File: src/rtl/nearest_node_search_top_assert.svh
// Assertion macros for the nearest-node search block.
// Included by modules that check their own sequencing; expects i_clk and i_rst_n in scope.
`ifndef NEAREST_NODE_SEARCH_TOP_ASSERT_SVH
`define NEAREST_NODE_SEARCH_TOP_ASSERT_SVH

`ifndef SYNTH
// Same-cycle implication
`define NNS_ASSERT_NOW(lbl, ante, cons, msg) \
    lbl: assert property (@(posedge i_clk) disable iff (!i_rst_n) (ante) |-> (cons)) \
        else $error(msg);
// Next-cycle implication
`define NNS_ASSERT_NEXT(lbl, ante, cons, msg) \
    lbl: assert property (@(posedge i_clk) disable iff (!i_rst_n) (ante) |=> (cons)) \
        else $error(msg);
`else
`define NNS_ASSERT_NOW(lbl, ante, cons, msg)
`define NNS_ASSERT_NEXT(lbl, ante, cons, msg)
`endif

`endif

File: src/rtl/nns_pkg.sv
// Shared types and constants for the nearest-node search block.
// No dependencies; used by every module under rtl.
package nns_pkg;

    // Field widths
    localparam int COORD_W     = 24;
    localparam int DIFF_W      = COORD_W + 1;
    localparam int PROD_W      = 2 * COORD_W + 1;
    localparam int DIST_W      = PROD_W + 1;
    localparam int NODE_W      = 3 * COORD_W;
    localparam int INDEX_W     = 10;
    localparam int CFG_COUNT_W = 11;
    localparam int CFG_DIST_W  = 23;
    localparam int LIMIT_SQ_W  = 2 * CFG_DIST_W;

    // Radius reset: 1000.0 in fixed point
    localparam int FRACTION_BITS = 4;
    localparam logic [CFG_DIST_W-1:0] MAX_DIST_RESET = CFG_DIST_W'(1000 << FRACTION_BITS);

    // Command codes (tuser of the input stream)
    localparam logic CMD_WRITE = 1'b0;
    localparam logic CMD_QUERY = 1'b1;

    // Configuration register indexes
    localparam logic CFG_NODE_COUNT = 1'b0;
    localparam logic CFG_MAX_DIST   = 1'b1;

    // Sequencer states
    typedef enum logic [3:0] {
        ST_IDLE  = 4'b0001,
        ST_SCAN  = 4'b0010,
        ST_DRAIN = 4'b0100,
        ST_HOLD  = 4'b1000
    } t_state;

    // Tag that travels with each node through the distance pipeline
    typedef struct packed {
        logic               valid;
        logic               last;
        logic [INDEX_W-1:0] idx;
    } t_tag;

endpackage

File: src/rtl/nns_dist_unit.sv
// Squared-distance pipeline: difference, square, three-way sum.
// Depends on nns_pkg; takes one node per cycle, registered at each of those steps.
module nns_dist_unit (
    input  logic                              i_clk,
    input  logic                              i_rst_n,
    input  logic signed [nns_pkg::COORD_W-1:0] i_qx,
    input  logic signed [nns_pkg::COORD_W-1:0] i_qy,
    input  logic signed [nns_pkg::COORD_W-1:0] i_qz,
    input  logic [nns_pkg::NODE_W-1:0]        i_node,
    input  nns_pkg::t_tag                     i_tag,
    output logic [nns_pkg::DIST_W-1:0]        o_dist,
    output nns_pkg::t_tag                     o_tag
);

    localparam int CW = nns_pkg::COORD_W;

    logic signed [CW-1:0]                  w_nx, w_ny, w_nz;
    logic signed [nns_pkg::DIFF_W-1:0]     r_dx, r_dy, r_dz;
    logic signed [2*nns_pkg::DIFF_W-1:0]   w_px, w_py, w_pz;
    logic [nns_pkg::PROD_W-1:0]            r_px, r_py, r_pz;
    logic [nns_pkg::DIST_W-1:0]            r_sum;
    nns_pkg::t_tag                         r_tag_d, r_tag_p, r_tag_s;

    // Unpack node word {z, y, x}
    assign w_nx = i_node[CW-1:0];
    assign w_ny = i_node[2*CW-1:CW];
    assign w_nz = i_node[3*CW-1:2*CW];

    // Stage 1: signed differences, exact in one extra bit
    always_ff @(posedge i_clk) begin
        r_dx <= nns_pkg::DIFF_W'(i_qx) - nns_pkg::DIFF_W'(w_nx);
        r_dy <= nns_pkg::DIFF_W'(i_qy) - nns_pkg::DIFF_W'(w_ny);
        r_dz <= nns_pkg::DIFF_W'(i_qz) - nns_pkg::DIFF_W'(w_nz);
    end

    // Stage 2: squares, never negative
    assign w_px = r_dx * r_dx;
    assign w_py = r_dy * r_dy;
    assign w_pz = r_dz * r_dz;

    always_ff @(posedge i_clk) begin
        r_px <= w_px[nns_pkg::PROD_W-1:0];
        r_py <= w_py[nns_pkg::PROD_W-1:0];
        r_pz <= w_pz[nns_pkg::PROD_W-1:0];
    end

    // Stage 3: sum of squares
    always_ff @(posedge i_clk) begin
        r_sum <= nns_pkg::DIST_W'(r_px) + nns_pkg::DIST_W'(r_py) + nns_pkg::DIST_W'(r_pz);
    end

    // Carry the tag alongside the data
    always_ff @(posedge i_clk) begin
        if (!i_rst_n) begin
            r_tag_d <= '0;
            r_tag_p <= '0;
            r_tag_s <= '0;
        end else begin
            r_tag_d <= i_tag;
            r_tag_p <= r_tag_d;
            r_tag_s <= r_tag_p;
        end
    end

    assign o_dist = r_sum;
    assign o_tag  = r_tag_s;

endmodule
File: config.mk
export PLATFORM = sky130hd
export DESIGN_NAME = nns_dist_unit
export DESIGN_NICKNAME = d
export VERILOG_FILES = /design/src/rtl/nearest_node_search_top_assert.svh /design/src/rtl/nns_pkg.sv /design/src/rtl/nns_dist_unit.sv
export SDC_FILE = /design/constraint.sdc
export NUM_CORES = 2
export LEC_CHECK = 0
export ABC_AREA = 1
export BUFFER_PORTS_ARGS = -buffer_cell sky130_fd_sc_hd__buf_2
export CAP_MARGIN = 20
export CORE_UTILIZATION = 50
export DETAILED_ROUTE_END_ITERATION = 6
export HOLD_SLACK_MARGIN = 0.12
export PLACE_DENSITY = 0.67
export SYNTH_ARGS = -nofsm -noshare
export SYNTH_HDL_FRONTEND = slang
export SYNTH_SLANG_ARGS = --single-unit
export TNS_END_PERCENT = 10
File: constraint.sdc
create_clock -name i_clk -period 9.5 [get_ports i_clk]
set_input_delay 1.9 -clock i_clk [delete_from_list [all_inputs] [get_ports i_clk]]
set_output_delay 1.9 -clock i_clk [all_outputs]
set_load 0.01 [all_outputs]
==> flow_summary_export.csv <==
group,metric,value,unit
timing,fin_crit,7.41,ns
die,start_util,0.503,
yosys,synthArstFlopShare,0,
job,maxCapViolCount,0,
global_routing,grt_overflow,0,
placement,gp_congestion,0.989,
die,fp.dieW,404,um
timing,max-slew-margin-rel,0.238,
detailed_routing,detail-route-antenna-nets,0,
timing,worst_pin_slew,1.14,ns
critical_path,worstPathMaxFanout,19,
global_routing,grt_use_met2,0.458,
clock_tree,cts_hold_buf,0,
critical_path,cp.required,10.02,ns
critical_path,path_class,"reg -> reg",
yosys,synthDistinctLibCells,49,
global_routing,grt_usage,0.277,
global_routing,antenna_found_initial,4,
finish,layout.nets,12687,
yosys,synth_area,80700,sq um
timing,fin_tns_setup,0,ns
worst_hold_path,hp-class,"reg -> reg",
yosys,yosys-top-cells-count,"inv_1, nand2_1, fa_1",
timing,rsz0062_at_grt,"false",
die,dieArea,163000,sq um
detailed_routing,drtIter0Drc,4159,
clock_tree,post-cts-setup-buffer-count,0,
critical_path,end_kind,"flop",
timing,skew,0.0271,ns
clock_tree,cts_num_sinks,305,
placement,hpwl,191,mm
clock_tree,cts_root_buf,"clkbuf_16",
yosys,ys_seq_area_frac,0.0756,
finish,drive_above_1_share,0.0461,
placement,port_buffers,219,
yosys,yosysMostFrequentCell,"inv_1",
global_routing,grt_use_met1,0.390,
clock_tree,clockBufferDepth,3,
yosys,yosysTopAreaCellShare,0.458,
clock_tree,insertion_delay,0.64,ns
finish,syn2layout_area_growth,6.14,%
global_routing,use_met3,0.0349,
yosys,synth_ff_type,"dfxtp_1",
yosys,syn_area_per_cell,8.07,sq um
global_routing,grt_pass1_vias,66206,
die,die_y,404,um
yosys,synth-seq-cells,305,
detailed_routing,first_pass_iters,6,
timing,fin_crit_sh,0.781,
yosys,netlist_instances,10003,
timing,slew_violations,0,
detailed_routing,via_per_inst,4.99,
timing,clock.fmax,135,MHz
timing,fin_hold_ws,0.411,ns
global_routing,grt_first_pass_wirelength,353,mm
die,core,160000,sq um
clock_tree,cts_max_level,2,
detailed_routing,wl_per_cell,17.7,um
die,fp-row-count,147,
critical_path,start_kind,"flop",
timing,hold_viol,0,
yosys,netlist_top_cells_area,"fa_1, inv_1, nand2_1",
detailed_routing,routed_wl,218,mm
die,num_io_pins,220,
detailed_routing,vias,61447,
critical_path,worst-endpoint-arrival,7.94,ns
clock_tree,cts_tree,"yes",
detailed_routing,route.detailed.drc,0,
clock_tree,cts.clk_slew.worst_paths,0.06,ns
global_routing,top_usage_layer,"met2",
status,status,"finished, final reports clean",
clock_tree,cts_made_buffers,41,
timing,finalSetupViolCount,0,
clock_tree,cts_resized,0,
yosys,ys_warn_count,0,
yosys,synth_edf_count,0,
global_routing,grt_max_degree,37,
yosys,synth_top_area_cell,"fa_1",
-- routing by layer --
metal | routed length [um] | share of wire | vias up
met1 | 96700 | 0.44 | 30587
met4 | 4700 | 0.022 | 2
met5 | 14 | 0.000064 | -
met3 | 13600 | 0.062 | 280
li1 | - | - | 28752
met2 | 103000 | 0.47 | 1826
-- worst max-delay path, cell delays in order (launching register included) --
cell	delay, ns
dfxtp_1	0.88
nand2_1	0.24
inv_1	0.15
fa_1	0.57
fa_1	0.65
inv_1	0.20
fa_1	0.93
inv_1	0.24
fa_1	0.51
fa_1	0.57
fa_1	0.43
fa_1	0.44
ha_1	0.43
nand2_1	0.14
nor2_1	0.21
nand2_1	0.13
nor2_1	0.19
nand2_1	0.08
a21oi_1	0.15
nor2_1	0.07
nand2_1	0.06
nand2_1	0.04
-- path summary, 6_finish.rpt --
check | startpoint | endpoint | slack (ns) | cells past startpoint
worst max-delay path | r_dy[24]$_DFF_P_ | r_py[48]$_DFF_P_ | 2.09 | 21
worst min-delay path | r_tag_p[9]$_SDFF_PN0_ | o_tag[9]$_SDFF_PN0_ | 0.41 | 2
worst max register to register | r_dy[24]$_DFF_P_ | r_py[48]$_DFF_P_ | 2.09 | 21
worst min register to register | r_tag_p[9]$_SDFF_PN0_ | o_tag[9]$_SDFF_PN0_ | 0.41 | 2
-- cell usage in the layout, fill, tap and decap left out, types with 14 or more instances in the layout --
cell type / instances
fa_1: 1847
nor2_1: 428
xor2_1: 172
or2_2: 14
nor3_1: 48
xnor2_1: 59
buf_4: 77
buf_2: 219
clkbuf_16: 41
ha_1: 571
a21o_1: 16
nand2_2: 30
a21oi_1: 310
inv_1: 3107
dfxtp_1: 305
o21bai_1: 52
nand3_1: 248
o21ai_0: 155
nand2_1: 2211
nand4_1: 78
-- logic make-up after synthesis --
group           count (synthesis)  share of synthesized area
fa+ha+maj                    2418                      0.546
xor+xnor                      231                     0.0251
compound gates                589                     0.0407
other cells                     1                  0.0000464
simple gates                 3117                      0.157
flops                         305                     0.0756
buf+inv                      3342                      0.155
-- stage by stage --
step            util  area, sq um  instances  setup WS [ns]
3_3_place_gp   0.525        84200      12227           2.19
2_1_floorplan      -        80700      10005           3.05
6_report       0.534        85700      12304           2.09
5_1_grt        0.534        85700      12303           1.69
4_1_cts        0.534        85700      12302           2.11
3_5_place_dp   0.525        84200      12227           2.14
-- state kept, by name, summed over array words and instances, names as in the netlist, 25 cells and up --
name    flops
o_dist     50
r_px       48
r_py       48
r_pz       48
r_dx       25
r_dy       25
r_dz       25
-- final cells by class --
| class | instances | area, sq um |
|---|---|---|
| fillers | 15301 | 74700 |
| flip-flops and latches | 305 | 6110 |
| clock buffers | 50 | 1100 |
| diodes | 1 | 2.50 |
| repair buffers | 297 | 1700 |
| multi-input cells | 6358 | 62100 |
| clock inverters | 25 | 325 |
| well taps | 2160 | 2700 |
| inverters | 3108 | 11700 |
Power is not shown: default switching activity piles up to over one toggle a cycle in this logic, so the estimate is an artifact.
